## src/rtl/mte_pkg.sv

```systemverilog
package mte_pkg;

	localparam int COUNT_BITS = 12;
	localparam int LIMIT_BITS = 12;
	localparam int CMP_W = (COUNT_BITS + 1 > LIMIT_BITS) ? COUNT_BITS + 1 : LIMIT_BITS;

	localparam logic [LIMIT_BITS-1:0] LIMIT_RESET = LIMIT_BITS'(256);
	localparam logic [COUNT_BITS-1:0] COUNT_MAX = {COUNT_BITS{1'b1}};

	localparam logic [1:0] SYM_DOT = 2'd0;
	localparam logic [1:0] SYM_DASH = 2'd1;
	localparam logic [1:0] SYM_SPACE = 2'd2;

	localparam logic [1:0] STAT_OK = 2'd0;
	localparam logic [1:0] STAT_UNSUP = 2'd1;
	localparam logic [1:0] STAT_LONG = 2'd2;

	localparam int NUM_CODES = 36;
	localparam int DIGIT_BASE = 26;

	// letters a..z then digits 0..9, bit i is symbol i (0 dot, 1 dash)
	localparam logic [2:0] MORSE_LEN [NUM_CODES] = '{
		3'd2, 3'd4, 3'd4, 3'd3, 3'd1, 3'd4, 3'd3, 3'd4, 3'd2, 3'd4,
		3'd3, 3'd4, 3'd2, 3'd2, 3'd3, 3'd4, 3'd4, 3'd3, 3'd3, 3'd1,
		3'd3, 3'd4, 3'd3, 3'd4, 3'd4, 3'd4,
		3'd5, 3'd5, 3'd5, 3'd5, 3'd5, 3'd5, 3'd5, 3'd5, 3'd5, 3'd5
	};

	localparam logic [4:0] CODE_BITS [NUM_CODES] = '{
		5'd2, 5'd1, 5'd5, 5'd1, 5'd0, 5'd4, 5'd3, 5'd0, 5'd0, 5'd14,
		5'd5, 5'd2, 5'd3, 5'd1, 5'd7, 5'd6, 5'd11, 5'd2, 5'd0, 5'd1,
		5'd4, 5'd8, 5'd6, 5'd9, 5'd13, 5'd3,
		5'd31, 5'd30, 5'd28, 5'd24, 5'd16, 5'd0, 5'd1, 5'd3, 5'd7, 5'd15
	};

	typedef struct packed {
		logic       supported;
		logic       space;
		logic [2:0] len;
		logic [4:0] bits;
	} lookup_t;

endpackage

```

## src/rtl/mte_lookup.sv

```systemverilog
module mte_lookup
	import mte_pkg::*;
(
	input  logic [7:0] char_code,
	output lookup_t    info
);

	logic [7:0] off_upper;
	logic [7:0] off_lower;
	logic [7:0] off_digit;
	logic       is_upper;
	logic       is_lower;
	logic       is_digit;
	logic       is_space;
	logic [5:0] idx;

	assign is_upper = (char_code >= 8'h41) && (char_code <= 8'h5a);
	assign is_lower = (char_code >= 8'h61) && (char_code <= 8'h7a);
	assign is_digit = (char_code >= 8'h30) && (char_code <= 8'h39);
	assign is_space = (char_code == 8'h20) || ((char_code >= 8'h09) && (char_code <= 8'h0d));

	assign off_upper = char_code - 8'h41;
	assign off_lower = char_code - 8'h61;
	assign off_digit = char_code - 8'h30 + 8'(DIGIT_BASE);

	always_comb begin
		if (is_upper) begin
			idx = off_upper[5:0];
		end else if (is_lower) begin
			idx = off_lower[5:0];
		end else if (is_digit) begin
			idx = off_digit[5:0];
		end else begin
			idx = '0;
		end

		info.supported = is_upper || is_lower || is_digit || is_space;
		info.space = is_space;
		if (is_space) begin
			info.len = 3'd1;
			info.bits = '0;
		end else begin
			info.len = MORSE_LEN[idx];
			info.bits = CODE_BITS[idx];
		end
	end

endmodule

```

## src/rtl/text_to_morse_encoder.sv

```systemverilog
// order: a request is taken in IDLE and checked in CHECK; an error result is registered from
// CHECK once the output is free, the first symbol from the EMIT state that follows
// pacing: a request with n symbols (up to 6), or an error result, is done before the next is taken
// the check state and the symbol shifter with its count step set the pace
// requests of a dropped message are taken in IDLE and give no result
// arst_n clears the count, the drop flag and the sequencer; buffer limit resets to 256
module text_to_morse_encoder
	import mte_pkg::*;
(
	input  logic                  clk,
	input  logic                  arst_n,
	input  logic                  cfg_we,
	input  logic [LIMIT_BITS-1:0] cfg_wdata,  // buffer_limit
	input  logic                  s_tvalid,
	output logic                  s_tready,
	input  logic [7:0]            s_tdata,    // char_code
	input  logic                  s_tlast,    // last_char
	output logic                  m_tvalid,
	input  logic                  m_tready,
	output logic [7:0]            m_tdata,    // symbol[1:0], zero pad
	output logic                  m_tlast,    // run_end
	output logic [2:0]            m_tuser     // status[1:0], message_end[2]
);

	localparam logic [1:0] S_IDLE  = 2'd0;
	localparam logic [1:0] S_CHECK = 2'd1;
	localparam logic [1:0] S_EMIT  = 2'd2;

	logic [1:0]            state_q;
	logic [LIMIT_BITS-1:0] limit_q;
	logic [COUNT_BITS-1:0] count_q;
	logic                  aborted_q;
	logic [7:0]            char_q;
	logic                  last_q;
	logic [4:0]            bits_q;
	logic [2:0]            len_left_q;
	logic [2:0]            rem_q;

	logic                  out_valid_q;
	logic [1:0]            out_sym_q;
	logic [1:0]            out_stat_q;
	logic                  out_run_end_q;
	logic                  out_msg_end_q;

	lookup_t               info;
	logic                  out_free;
	logic                  out_load;
	logic [CMP_W-1:0]      need;
	logic                  too_long;
	logic                  sep;

	mte_lookup u_lookup (
		.char_code (char_q),
		.info      (info)
	);

	assign out_free = !out_valid_q || m_tready;
	assign out_load = out_free && (((state_q == S_CHECK) && (!info.supported || too_long))
		|| (state_q == S_EMIT));
	assign need = CMP_W'(count_q) + CMP_W'(info.len) + CMP_W'(1);
	assign too_long = need >= CMP_W'(limit_q);
	assign sep = !last_q && !info.space;

	assign s_tready = (state_q == S_IDLE);
	assign m_tvalid = out_valid_q;
	assign m_tdata = {6'd0, out_sym_q};
	assign m_tlast = out_run_end_q;
	assign m_tuser = {out_msg_end_q, out_stat_q};

	always_ff @(posedge clk or negedge arst_n) begin
		if (!arst_n) begin
			limit_q <= LIMIT_RESET;
		end else if (cfg_we) begin
			limit_q <= cfg_wdata;
		end
	end

	always_ff @(posedge clk) begin
		if (s_tvalid && s_tready) begin
			char_q <= s_tdata;
			last_q <= s_tlast;
		end
	end

	always_ff @(posedge clk or negedge arst_n) begin
		if (!arst_n) begin
			state_q <= S_IDLE;
			count_q <= '0;
			aborted_q <= 1'b0;
			out_valid_q <= 1'b0;
			out_sym_q <= SYM_DOT;
			out_stat_q <= STAT_OK;
			out_run_end_q <= 1'b0;
			out_msg_end_q <= 1'b0;
			bits_q <= '0;
			len_left_q <= '0;
			rem_q <= '0;
		end else begin
			if (out_load) begin
				out_valid_q <= 1'b1;
			end else if (m_tready) begin
				out_valid_q <= 1'b0;
			end
			unique case (state_q)
				S_IDLE: begin
					if (s_tvalid) begin
						if (aborted_q) begin
							if (s_tlast) begin
								aborted_q <= 1'b0;
								count_q <= '0;
							end
						end else begin
							state_q <= S_CHECK;
						end
					end
				end
				S_CHECK: begin
					if (!info.supported || too_long) begin
						if (out_free) begin
							out_sym_q <= SYM_DOT;
							out_stat_q <= info.supported ? STAT_LONG : STAT_UNSUP;
							out_run_end_q <= 1'b1;
							out_msg_end_q <= 1'b1;
							count_q <= '0;
							aborted_q <= !last_q;
							state_q <= S_IDLE;
						end
					end else begin
						bits_q <= info.bits;
						len_left_q <= info.space ? 3'd0 : info.len;
						rem_q <= info.len + {2'd0, sep};
						state_q <= S_EMIT;
					end
				end
				S_EMIT: begin
					if (out_free) begin
						out_stat_q <= STAT_OK;
						out_sym_q <= (len_left_q == 3'd0) ? SYM_SPACE
							: (bits_q[0] ? SYM_DASH : SYM_DOT);
						out_run_end_q <= (rem_q == 3'd1);
						out_msg_end_q <= last_q && (rem_q == 3'd1);
						bits_q <= {1'b0, bits_q[4:1]};
						if (len_left_q != 3'd0) begin
							len_left_q <= len_left_q - 3'd1;
						end
						rem_q <= rem_q - 3'd1;
						if (rem_q == 3'd1) begin
							state_q <= S_IDLE;
						end
						if (rem_q == 3'd1 && last_q) begin
							count_q <= '0;
						end else if (count_q != COUNT_MAX) begin
							count_q <= count_q + COUNT_BITS'(1);
						end
					end
				end
				default: begin
					state_q <= S_IDLE;
				end
			endcase
		end
	end

	// error results always close the run and the message
	assert property (@(posedge clk) disable iff (!arst_n)
		m_tvalid && (m_tuser[1:0] != STAT_OK) |-> m_tlast && m_tuser[2] && (m_tdata[1:0] == SYM_DOT))
		else $error("error result without run and message end");

	// a dropped message keeps the sequencer parked
	assert property (@(posedge clk) disable iff (!arst_n)
		aborted_q |-> state_q == S_IDLE)
		else $error("sequencer busy while message dropped");

	// emitting always has a symbol left
	assert property (@(posedge clk) disable iff (!arst_n)
		state_q == S_EMIT |-> rem_q != 3'd0)
		else $error("emit with nothing left");

	// message end only comes with run end
	assert property (@(posedge clk) disable iff (!arst_n)
		m_tvalid && m_tuser[2] |-> m_tlast)
		else $error("message end without run end");

endmodule
```

## config.mk

```make
export PLATFORM = sky130hd
export DESIGN_NAME = text_to_morse_encoder
export DESIGN_NICKNAME = d
export VERILOG_FILES = /design/src/rtl/mte_pkg.sv /design/src/rtl/mte_lookup.sv /design/src/rtl/text_to_morse_encoder.sv
export SDC_FILE = /design/constraint.sdc
export NUM_CORES = 1
export LEC_CHECK = 0
export BUFFER_PORTS_ARGS = -buffer_cell sky130_fd_sc_hd__buf_4
export CORE_ASPECT_RATIO = 1.2
export CORE_UTILIZATION = 59
export DETAILED_ROUTE_END_ITERATION = 7
export MAX_ROUTING_LAYER = met4
export PLACE_DENSITY = 0.8
export SETUP_SLACK_MARGIN = 0.15
export SLEW_MARGIN = 20
export SYNTH_ARGS = -nofsm -noshare
export SYNTH_HDL_FRONTEND = slang
export SYNTH_SLANG_ARGS = --single-unit
```

## constraint.sdc

```tcl
create_clock -name clk -period 8.7 [get_ports clk]
set_input_delay 1.305 -clock clk [delete_from_list [all_inputs] [get_ports clk]]
set_output_delay 1.305 -clock clk [all_outputs]
set_load 0.02 [all_outputs]
```

======== Word-level counts from Yosys, hierarchy flattened ========
Memories as Yosys holds them, arrays and structs flattened.
Index checks and enable logic that the tools add are counted.
Widths: inputs -> output; s select.
storage, ports and cells
  register bits ........................... 54
  latch bits .............................. 0
  bits in writable memories ............... 0
  bits in read-only memories .............. 512
  input bits .............................. 26
  output and inout port bits .............. 14
  memories ................................ 2
cells by class
  add/subtract/negate cells ............... 10
  multipliers ............................. 0
  div/mod/pow operators ................... 0
  $lt $le $gt $ge ......................... 10
  equal/unequal tests ..................... 17
  shift-type cells ........................ 0
  muxes and demuxes ....................... 58
  bitwise gates (word level) .............. 1
  reductions and logical operators ........ 33
memories
  memory            words  width  read ports  clocked after memory_dff  wr ports  line              source
  (name not given)  64     5      1           0                         0         mte_lookup.sv:44  info.bits = CODE_BITS[idx];
  (name not given)  64     3      1           0                         0         mte_lookup.sv:43  info.len = MORSE_LEN[idx];
operator list
  operator               number
  $mux 12                8
  $pmux 12 s3            1
  $mux 2                 12
  $mux 3                 8
  $mux 5                 4
  $mux 6                 3
  $ge 8x7->1 const B     2
  $le 8x7->1 const B     2
  $add 12x3->13          1
  $add 13x1->13 const B  1
  $ge 13x12->1           1
  $add 12x1->12 const B  1
  $mux 1                 12
  $ne 12x12->1 const B   1
  $pmux 3 s2             2
  $reduce_and 4->1       3
  $sub 6x6->6 const B    2
  $ne 2x1->1 const B     5
  $ne 2x2->1 const B     5
  $pmux 5 s2             1
  $logic_and 1x1->1      9
  $eq 8x6->1 const B     1
  $ge 8x4->1 const B     1
  $ge 8x6->1 const B     1
  other kinds (26)       42

======== Depth between registers and ports, before layout ========
Gate-level depths: netlist of the first run.
  depth after elaboration ................. 18
  mapped depth ............................ 30
  gate-level depth less buffers ........... 26

======== Cells and area by module ========
From an unflattened synthesis of the first run, not the netlist that was laid out.
second synthesis, totals
  cells, all modules ...................... 481
  area total of the unflattened synthesis .. 4225.3 um^2
by module, submodules not included
  module                 times used  cells an instance  area each (um^2)  seq. area each (um^2)
  text_to_morse_encoder  1           345                3258.1            1397.6
  mte_lookup             1           136                967.2             0.0

======== Least setup slack after synthesis of the first run ========
OpenSTA, ideal clock, no wires.
  kind .................................... register to register
  start point ............................. register char_q[2]
  end point ............................... register out_stat_q[1]
  setup time .............................. 0.128 ns
  arrival time ............................ 5.354 ns
  required time ........................... 8.572 ns
  path slack .............................. 3.219 ns
  stages on the path, launching flop included .. 28
  path buffers ............................ 3
  cells stage by stage .................... edfxtp_1 buf_6 inv_1 ha_1 nor2b_2 o311a_1 buf_6 a22oi_4 inv_1 ha_1 buf_1 nand2b_1 a311oi_1 a21oi_1 nor2_1 ha_1 fa_1 nor2b_1 o21ai_0 nor2_1 xor2_1 ha_1 nand4_1 o311a_1 o21ai_1 nand2_1 a21oi_2 mux2_1
between the ends
  longest elaborated chain between the ends .. 16
  elaborated cells between the ends (all ways) .. 40
RTL lines
  element                                           line                                source
  start, declared                                   text_to_morse_encoder.sv:33         logic [7:0] char_q;
  start signal, assigned                            text_to_morse_encoder.sv:80         char_q <= s_tdata;
  $sub 6x6->6 (tied with other cells)               mte_lookup.sv:24                    assign off_digit = char_code - 8'h30 + 8'(DIGIT_BASE);
  $add 6x5->6 or $logic_and 1x1->1 (tied branches)  mte_lookup.sv:24, mte_lookup.sv:19
  $mux 6                                            mte_lookup.sv:31                    end else if (is_digit) begin
  $mux 6                                            mte_lookup.sv:29                    end else if (is_lower) begin
  $mux 6                                            mte_lookup.sv:27                    if (is_upper) begin
  $not 6->7 (implied by the code)                   mte_lookup.sv:43
  $mem_v2 64x3                                      --
  $mux 3 (implied by the code) (2 in series)        mte_lookup.sv:43
  $mux 8                                            mte_lookup.sv:39                    if (is_space) begin
  $add 12x3->13                                     text_to_morse_encoder.sv:60         assign need = CMP_W'(count_q) + CMP_W'(info.len) + CMP_W'(1);
  $add 13x1->13                                     text_to_morse_encoder.sv:60
  $ge 13x12->1                                      text_to_morse_encoder.sv:61         assign too_long = need >= CMP_W'(limit_q);
  $logic_or 1x1->1                                  text_to_morse_encoder.sv:118        if (!info.supported || too_long) begin
  $ne 2x1->1 (no source line)                       --
  $reduce_and 4->1 (no source line)                 --
  end signal, assigned                              text_to_morse_encoder.sv:121        out_stat_q <= info.supported ? STAT_LONG : STAT_UNSUP;
  end, declared                                     text_to_morse_encoder.sv:41         logic [1:0] out_stat_q;
Several ways; a longest one is shown, not always the timed one. The select of a mux whose other input is x is not followed.
A chain may end at the register's enable or synchronous reset.

======== Worst setup path after layout of the first run ========
  start point ............................. register char_q[2]
  end point ............................... register count_q[3]
between the ends
  longest elaborated chain between the ends .. 16
  elaborated cells between the ends (all ways) .. 36
RTL lines
  element                                           line                                source
  $sub 6x6->6 (tied with other cells)               mte_lookup.sv:24
  $add 6x5->6 or $logic_and 1x1->1 (tied branches)  mte_lookup.sv:24, mte_lookup.sv:19
  $mux 6                                            mte_lookup.sv:31
  $mux 6                                            mte_lookup.sv:29
  $mux 6                                            mte_lookup.sv:27
  $not 6->7 (implied by the code)                   mte_lookup.sv:43
  $mem_v2 64x3                                      --
  $mux 3 (implied by the code) (2 in series)        mte_lookup.sv:43
  $mux 8                                            mte_lookup.sv:39
  $add 12x3->13                                     text_to_morse_encoder.sv:60
  $add 13x1->13                                     text_to_morse_encoder.sv:60
  $ge 13x12->1                                      text_to_morse_encoder.sv:61
  $logic_or 1x1->1 (*)                              text_to_morse_encoder.sv:118
  $ne 2x1->1 (no source line) (*)                   --
  $reduce_and 8->1 (no source line) (*)             --
  end signal, assigned                              text_to_morse_encoder.sv:153        count_q <= count_q + COUNT_BITS'(1);
  end, declared                                     text_to_morse_encoder.sv:31         logic [COUNT_BITS-1:0] count_q;
Every way passes the cells marked *; elsewhere a longest branch is shown, timed or not. The select of a mux whose other input is x is not followed.

==> out/qor.yml, run 1 <==
run_status:
  status: "finished, final reports clean"
logic_synthesis:
  synth_area_mm2: 0.00414
  synth_area_leaders: "dfrtp_1 (27%), ha_1 (11%), edfxtp_1 (6.5%)"
  synth_compound_area_frac: 0.241
  syn_inst: 476
  synthXorXnorAreaFrac: 0.0254
  synth_top_family_by_area: "compound AO/OA/AOI/OAI gates"
  yosysTopAreaCell: "dfrtp_1"
  synthAdderAreaFrac: 0.111
  yosys.area_share.simple: 0.198
  seq_area_frac_synth: 0.338
  synthDistinctLibCells: 76
  synth_mux_area_frac: 0.0160
  synthFlopType: "dfrtp_1"
  synth_edf_count: 9
  ys_warn_count: 0
  ys_async_sr_fraction: 0.833
  synth_seq_cells: 54
  synth_top_area_frac: 0.266
  syn_avg_cell_area_um2: 8.70
routing:
  firstDrtPassIters: 5
  drc: 0
  wl_per_cell_um: 16.3
  dr.first_iter.drc_count: 186
  postRouteAntennaNets: 0
  dr_total_vias: 3499
  via_per_inst: 6.05
  finalWirelength_um: 9450
worst_setup_path:
  crit_type: "flop to flop"
  rr_startpoint: "char_q[2]"
  cp-start-kind: "flop"
  r2r_slack_ns: 2.23
  crit_family: "compound AO/OA/AOI/OAI gates"
  crit_top_cell: "ha_1"
  critical_path_buf_inv_count: 2
  crit_path_max_incr_delay_ns: 0.72
  cp.required_ns: 8.93
  crit_arrival_ns: 6.70
  reg2regPathDepth: 25
  rr_endpoint: "count_q[3]"
  worstSetupEndpointType: "flop"
  worst-path-max-fanout: 13
  slowest_stage: "a21oi_1"
floorplan:
  initial_core_util: 0.608
  dieArea_mm2: 0.00736
  die_w_um: 78.5
  pin_count: 40
  rows: 33
  fp.coreArea_mm2: 0.00681
  die_y_um: 93.8
clocking:
  holdBufCountCts: 0
  clock_latency_ns: 0.31
  tritoncts: "yes"
  cts-root-buf: "clkbuf_8"
  clk_pin_slew_ns: 0.11
  postCtsSetupBuffers: 0
  postCtsResizedCells: 0
  numCtsBuffers: 5
  cts_buffer_depth: 2
  cts_sinks: 54
  cts_max_level: 2
placement:
  place_ws_ns: 2.32
  hpwl_um: 7100
  dp_cells: 571
  placed_area_mm2: 0.00434
  io_buffers: 33
  place_congestion: 0.949
timing:
  fin_skew_ns: 0.00714
  finalCritPeriodShare: 0.743
  setup_slack_ns: 2.23
  slew_headroom: 0.334
  rsz0062_at_grt: "false"
  post-route-min-period_ns: 6.47
  holdWs_ns: 0.496
  max_freq_ghz: 0.155
  tightest_slew_ns: 0.996
  setup_violations: 0
  maxSlewViolCount: 0
  finalSetupTns_ns: 0
  hold_violations: 0
job:
  maxCapViolCount: 0
power_and_ir_drop:
  p_total_mw: 1.11
  p_per_area_mw_per_mm2: 250
  irDropWorstVdd_mv: 0.138
  leakage_nw: 1.99
global_routing:
  grt_pass1_vias: 3415
  grt.total_usage: 0.279
  grt_pass1_wl_um: 15700
  antenna_found_initial: 0
  grt_overflow: 0
  grt_max_degree: 46
worst_hold_path:
  holdPathStages: 2
  hp-start: "bits_q[2]"
  min_to: "bits_q[2]"
  hp-class: "flop to flop"
final_layout:
  final_common_cell: "nand2_1"
  synthToLayoutAreaGrowth_pct: 6.92
  layout.cells.non_filler: 578
  n_antenna_cell: 0
  final_cell_area_mm2: 0.00443
  final_core_util: 0.650
  nNetsFinal: 553
  layout_common_cells: "nand2_1 (48), dfrtp_1 (44), nor2_1 (42)"
  drive_above_1_share: 0.134
-- power breakdown --
part           total [mW]  switching [mW]  internal, mW
registers           0.381          0.0615         0.320
clock network       0.143          0.0868        0.0560
logic               0.584           0.345         0.240
-- state kept, by name, summed over array words and instances, names as in the netlist --
name and count:
last_q 1, state_q 2, rem_q 3, count_q 12, m_tlast 1, limit_q 12
out_stat_q 2, len_left_q 3, char_q 8, out_msg_end_q 1, m_tvalid 1, aborted_q 1
out_sym_q 2, bits_q 5
-- cell families after synthesis --
kind of cell | count (synthesis)
and+or+nand+nor | 162
AOI/OAI and AO/OA | 143
buffers and inverters | 62
DFF | 54
adders and majority gates | 36
xor gates and xnor gates | 12
muxes | 6
other | 1
-- cells in the mapped netlist (all sizes together), types with 4 or more instances --
cell / number
and4b: 4
dfrtp: 44
nor2b: 10
a21o: 5
edfxtp: 9
o311ai: 4
o21ai: 50
a21oi: 27
o31ai: 8
nor3: 10
a211oi: 9
buf: 18
inv: 32
nor2: 43
xor2: 5
xnor2: 7
mux2: 5
clkbuf: 12
nand2b: 9
and2: 6
ha: 35
nand2: 48
a31oi: 4
nand3: 13
-- area by class of cell --
type	count	area, µm²
inverter	32	120
fill	600	2390
timing repair buffer	33	248
clock buffer	5	68.8
multi-input combinational	365	2470
clock inverter	2	13.8
sequential	54	1400
tap	87	109
-- worst register-to-register path, stage by stage (launching register included) --
cell      delay [ns]
edfxtp_1        0.62
inv_1           0.16
ha_1            0.20
nor2b_2         0.16
o311a_1         0.48
a22oi_4         0.38
inv_1           0.13
ha_1            0.32
nand2b_1        0.18
a311oi_1        0.26
a21oi_1         0.10
nor2_1          0.20
ha_1            0.21
fa_1            0.23
nor2b_1         0.06
o21ai_0         0.37
nor2_1          0.14
nand3_1         0.12
xnor2_1         0.12
ha_1            0.27
a211oi_1        0.29
o311a_1         0.24
o21ai_1         0.13
a21oi_1         0.72
o21ai_0         0.20
o21ai_0         0.12
-- worst max path at each step --
stage	startpoint	end	slack, ns	cells past startpoint
floorplan	char_q[2]	out_stat_q[1]	3.22	27
global placement	char_q[2]	rem_q[0]	2.44	24
detailed placement	char_q[2]	rem_q[0]	2.32	24
CTS	char_q[2]	count_q[3]	2.29	25
global route	char_q[2]	count_q[4]	1.63	25
finish	char_q[2]	count_q[3]	2.23	25
-- routing by layer --
metal,wire length [µm],share of wire,global-route usage,up-vias
li1,-,-,-,1712
met1,3930,0.42,0.310,1672
met2,4930,0.52,0.506,96
met3,370,0.039,0.0320,19
met4,210,0.022,0.113,0
met5,0,0,-,-
Note: power is estimated with default switching activity, not from simulation.
==> inputs of run 2 (changes only) <==
- clock period: 8.7 -> 6.48 ns (I/O delays scaled with it)
==> run 2 against run 1 <==
Effect of this change: clock power up 71%; die area unchanged; combinational power grew 44%.
==> out/qor.yml, run 2 (synthesized netlist as in run 1, its figures left out) <==
run_status:
  status: "finished, final reports clean"
job:
  maxCapViolCount: 0  # unchanged
global_routing:
  grt.total_usage: 0.284  # +0.00551
  antenna_found_initial: 0  # unchanged
  grt_pass1_wl_um: 15900  # +1.5%
  grt_pass1_vias: 3404  # -0.32%
  grt_max_degree: 46  # unchanged
  grt_overflow: 0  # unchanged
clocking:
  cts_buffer_depth: 2  # unchanged
  tritoncts: "yes"
  cts_max_level: 2  # unchanged
  clock_latency_ns: 0.32  # about the same
  cts-root-buf: "clkbuf_8"
  clk_pin_slew_ns: 0.11  # about the same
  holdBufCountCts: 0  # unchanged
  cts_sinks: 54  # unchanged
  numCtsBuffers: 5  # unchanged
final_layout:
  final_core_util: 0.669  # +0.0195
  final_common_cell: "nand2_1"
  n_antenna_cell: 0  # unchanged
  layout_common_cells: "nand2_1 (48), dfrtp_1 (44), nor2_1 (42), buf_4 (42), ha_1 (34)"
  top_regs: "count_q (12), limit_q (12), char_q (8)"
  layout.cells.non_filler: 588  # +1.7%
  drive_above_1_share: 0.156  # +0.0213
  nNetsFinal: 562  # +1.6%
  synthToLayoutAreaGrowth_pct: 10.1
placement:
  io_buffers: 33  # unchanged
  place_congestion: 0.921  # -3.0%
  hpwl_um: 7150  # +0.68%
  place_ws_ns: 0.310  # -2.01 ns
  dp_cells: 576  # +0.88%
timing:
  finalSetupTns_ns: 0  # unchanged
  tightest_slew_ns: 0.667  # -0.329 ns
  max_freq_ghz: 0.168  # +8.8%
  hold_violations: 0  # unchanged
  finalCritPeriodShare: 0.917  # +0.174
  maxSlewViolCount: 0  # unchanged
  fin_skew_ns: 0.0132  # +0.00606 ns
  setup_violations: 0  # unchanged
  rsz0062_at_grt: "true"
  setup_slack_ns: 0.536  # -1.70 ns
  slew_headroom: 0.555  # +0.222
  post-route-min-period_ns: 5.94  # -0.524 ns
floorplan:
  die_w_um: 78.5  # unchanged
  initial_core_util: 0.608  # unchanged
  fp.coreArea_mm2: 0.00681  # unchanged
  pin_count: 40  # unchanged
  dieArea_mm2: 0.00736  # unchanged
  die_y_um: 93.8  # unchanged
  rows: 33  # unchanged
routing:
  firstDrtPassIters: 5  # unchanged
  via_per_inst: 6.06  # +0.18%
  drc: 0  # unchanged
  postRouteAntennaNets: 0  # unchanged
  finalWirelength_um: 9680  # +2.4%
  dr_total_vias: 3566  # +1.9%
  dr.first_iter.drc_count: 184  # -1.1%
  wl_per_cell_um: 16.5  # +0.69%
power_and_ir_drop:
  pwr-share-seq: 0.320  # -0.024
  p_per_area_mw_per_mm2: 349  # +40%
  leakage_nw: 2.05  # +2.8%
  switchingPower_mw: 0.697  # +41%
  pwr-share-clk: 0.153  # +0.024
  swShare: 0.437  # -0.00755
  p_total_mw: 1.59  # +44%
  power.share.combinational: 0.527  # about the same
  p_int_mw: 0.896  # +46%
  irDropWorstVdd_mv: 0.188  # +36%
worst_hold_path:
  hp-class: "flop to flop"
worst_setup_path:
  cp.required_ns: 6.69  # -2.24 ns
  crit_arrival_ns: 6.15  # -0.55 ns
  startpoint: "char_q[1]"
  crit_type: "flop to flop"
  worst-path-max-fanout: 7  # -6
  cp-start-kind: "flop"
  r2r_slack_ns: 0.54  # -1.70 ns
  rr_endpoint: "out_stat_q[1]"
  reg2regPathDepth: 22  # -12%
  crit_end: "out_stat_q[1]"
  rr_startpoint: "char_q[1]"
  worstSetupEndpointType: "flop"
run 2: timing repair:
| action | CTS | global route |
|---|---|---|
| endpoints found under the setup margin | 0 | 30 |
| buffers inserted | 0 | 4 |
| resized for setup | 0 | 6 |
run 2: per-stage QoR:
step | hold WS, ns | instance area (µm²)
after floorplan | 0.448 | 4160
after global placement | 0.469 | 4380
after detailed placement | 0.473 | 4380
after CTS | 0.496 | 4500
after global routing | 0.522 | 4560
final | 0.494 | 4560
run 2: worst min path at each step:
stage               slack [ns]  depth (start not counted)   endpoint       from
finish                    0.49                          2  bits_q[2]  bits_q[2]
global route              0.52                          2  bits_q[2]  bits_q[2]
CTS                       0.50                          2  bits_q[2]  bits_q[2]
detailed placement        0.47                          2  bits_q[2]  bits_q[2]
global placement          0.47                          2  bits_q[3]  bits_q[3]
floorplan                 0.45                          2  bits_q[4]  bits_q[4]
run 2: power by group through the flow:
| stage | Combinational [mW] | Sequential (mW) | Clock (mW) |
|---|---|---|---|
| floorplan | 0.614 | 0.499 | 0 |
| global placement | 0.786 | 0.510 | 0 |
| detailed placement | 0.807 | 0.513 | 0 |
| CTS | 0.819 | 0.507 | 0.245 |
| global route | 0.941 | 0.521 | 0.256 |
| finish | 0.840 | 0.509 | 0.244 |
run 2: cell type report:
| cell class | instances | area (µm²) |
|---|---|---|
| inverters | 32 | 120 |
| well taps | 87 | 109 |
| flip-flops and latches | 54 | 1400 |
| multi-input cells | 365 | 2500 |
| fillers | 552 | 2250 |
| clock buffers | 5 | 68.8 |
| clock inverters | 3 | 47.5 |
| repair buffers | 42 | 315 |
run 2: worst max-delay path, cell delays in order, from the launching register on:
cell and delay [ns]:
edfxtp_1 0.54, inv_1 0.20, ha_1 0.28, or3b_1 0.44, nor3_4 0.24, o32ai_4 0.18
ha_1 0.41, nand2b_1 0.14, a31oi_2 0.11, o311ai_4 0.33, inv_1 0.08, ha_1 0.31
nor2b_1 0.15, o21ai_1 0.25, nor2_1 0.12, xor2_1 0.15, ha_1 0.30, nand4_1 0.10
o311a_1 0.37, o21ai_1 0.29, nand2_1 0.21, a21oi_4 0.27, mux2_1 0.34
run 2: metal layers:
layer | track usage | vias to the layer above | routed length [µm]
met5 | - | - | 0
li1 | - | 1734 | -
met4 | 0.110 | 0 | 263
met3 | 0.0330 | 25 | 427
met2 | 0.490 | 112 | 4960
met1 | 0.340 | 1695 | 4030
==> inputs of run 3 (changes only) <==
- PLACE_DENSITY: 0.8 -> 0.79
==> run 3 against run 2 <==
Effect of this change: highest routed layer unchanged; sequential power about the same; count of clock-buffer cells in the layout increased by 1; via count decreased by 1.5%; critical endpoint unchanged; combinational power about the same.
==> out/qor.yml, run 3 (synthesized netlist as in run 1, its figures left out) <==
run_status:
  status: "finished, final reports clean"
timing:
  rsz0062_at_grt: "false"
  setup_slack_ns: 0.544  # +0.00769 ns
  tightest_slew_ns: 0.549  # -0.118 ns
  maxSlewViolCount: 0  # unchanged
  setup_violations: 0  # unchanged
  post-route-min-period_ns: 5.94  # -0.00769 ns
  fin_skew_ns: 0.0116  # -0.00161 ns
  finalCritPeriodShare: 0.916  # -0.00119
  max_freq_ghz: 0.168  # +0.13%
  hold_violations: 0  # unchanged
  finalSetupTns_ns: 0  # unchanged
  slew_headroom: 0.624  # +0.0689
clocking:
  cts_buffer_depth: 2  # unchanged
  cts-root-buf: "clkbuf_8"
  numCtsBuffers: 5  # unchanged
  clk_pin_slew_ns: 0.10  # about the same
  tritoncts: "yes"
  clock_latency_ns: 0.32  # about the same
  cts_sinks: 54  # unchanged
  cts_max_level: 2  # unchanged
floorplan:
  pin_count: 40  # unchanged
  die_w_um: 78.5  # unchanged
  initial_core_util: 0.608  # unchanged
  die_y_um: 93.8  # unchanged
  fp.coreArea_mm2: 0.00681  # unchanged
  dieArea_mm2: 0.00736  # unchanged
  rows: 33  # unchanged
final_layout:
  final_cell_area_mm2: 0.00456  # about the same
  drive_above_1_share: 0.154  # -0.00200
  n_antenna_cell: 0  # unchanged
  final_core_util: 0.669  # about the same
  nNetsFinal: 562  # unchanged
  top_regs: "count_q (12), limit_q (12), char_q (8)"
  seq_area_mm2: 0.00140  # unchanged
  synthToLayoutAreaGrowth_pct: 10.0  # about the same
  multi_input_area_mm2: 0.00249  # -0.35%
  n_fill_cell: 580  # +5.1%
  layout_common_cells: "nand2_1 (48), dfrtp_1 (44), nor2_1 (42), buf_4 (42), ha_1 (35)"
  final_common_cell: "nand2_1"
  layout.cells.non_filler: 588  # unchanged
global_routing:
  grt.total_usage: 0.282  # -0.00215
  grt_pass1_wl_um: 15900  # -0.13%
  antenna_found_initial: 0  # unchanged
  grt_use_met1: 0.325  # -0.0149
  grt_max_degree: 46  # unchanged
  grt_pass1_vias: 3456  # +1.5%
  grt_busiest_layer: "met2"
  use_met2: 0.501  # +0.0117
  gr-usage-met3: 0.0262  # -0.00680
  grt_overflow: 0  # unchanged
placement:
  place_ws_ns: 0.181  # -0.128 ns
  placed_area_mm2: 0.00438  # unchanged
  hpwl_um: 7220  # +0.93%
  io_buffers: 33  # unchanged
  place_congestion: 0.936  # +1.7%
  dp_cells: 576  # unchanged
worst_setup_path:
  worstSetupEndpointType: "flop"
  crit_arrival_ns: 6.14  # about the same
  startpoint: "char_q[1]"
  cp-start-kind: "flop"
  rr_startpoint: "char_q[1]"
  worst-path-max-fanout: 10  # +3
  crit_type: "flop to flop"
  cp.required_ns: 6.68  # about the same
worst_hold_path:
  hp-start: "rem_q[1]"
  hp-class: "flop to flop"
power_and_ir_drop:
  p_per_area_mw_per_mm2: 351  # +0.34%
  leakage_nw: 2.05  # about the same
  irDropWorstVdd_mv: 0.162  # -14%
routing:
  dr_total_vias: 3514  # -1.5%
  drc: 0  # unchanged
  finalWirelength_um: 9630  # -0.55%
  firstDrtPassIters: 5  # unchanged
  dr.first_iter.drc_count: 146  # -21%
  via_per_inst: 5.98  # -1.5%
  postRouteAntennaNets: 0  # unchanged
  wl_per_cell_um: 16.4  # -0.55%
job:
  maxCapViolCount: 0  # unchanged
-- run 3: layer usage --
| layer | wire [µm] | share of wire |
|---|---|---|
| met5 | 0 | 0 |
| met4 | 313 | 0.033 |
| met3 | 262 | 0.027 |
| met2 | 4870 | 0.51 |
| met1 | 4180 | 0.43 |
-- run 3: final timing paths --
check / slack [ns] / depth (start not counted) / endpoint
setup / recovery: 0.54 / 24 / out_stat_q[1]
hold / removal: 0.50 / 2 / rem_q[1]
setup reg to reg: 0.54 / 24 / out_stat_q[1]
hold reg to reg: 0.50 / 2 / rem_q[1]
max in group asynchronous: 5.44 / 1 / len_left_q[1]
min in group asynchronous: 0.64 / 1 / count_q[10]
-- run 3: critical path, stage by stage, from the launching register on --
cell and delay (ns):
edfxtp_1 0.54, inv_1 0.20, ha_1 0.28, or3b_1 0.42
nor3_2 0.30, o32ai_4 0.19, inv_1 0.21, ha_1 0.23
nand2_1 0.07, a311oi_1 0.27, a21oi_1 0.10, nor2_1 0.17
ha_1 0.21, fa_1 0.22, nor2b_1 0.07, o21ai_2 0.19
nor2_1 0.11, xor2_1 0.16, ha_1 0.30, nand4_1 0.10
o311a_1 0.39, o21ai_1 0.29, nand2_1 0.20, a21oi_4 0.26
mux2_1 0.34
-- run 3: cell type report --
| cell class | count | share of cell area |
|---|---|---|
| clock inverters | 2 | 0.00851 |
| multi-input cells | 365 | 0.547 |
| inverters | 32 | 0.0264 |
| well taps | 87 | 0.0239 |
| clock buffers | 6 | 0.0181 |
| repair buffers | 42 | 0.0692 |
| flip-flops and latches | 54 | 0.307 |
-- run 3: stage by stage --
stage / hold slack, ns / total power [mW]
CTS: 0.505 / 1.58
global route: 0.537 / 1.71
floorplan: 0.448 / 1.11
global placement: 0.466 / 1.30
detailed placement: 0.482 / 1.32
finish: 0.503 / 1.60
-- run 3: repair_timing --
action,CTS,global route
gates resized for setup,0,4
buffers inserted,0,4
setup endpoints to repair,0,30
hold buffers,0,0
-- run 3: power by group --
group | leakage [nW] | switching (mW) | internal, mW
Combinational | 1.33 | 0.491 | 0.349
Clock | 0.0618 | 0.121 | 0.127
Sequential | 0.661 | 0.0795 | 0.429
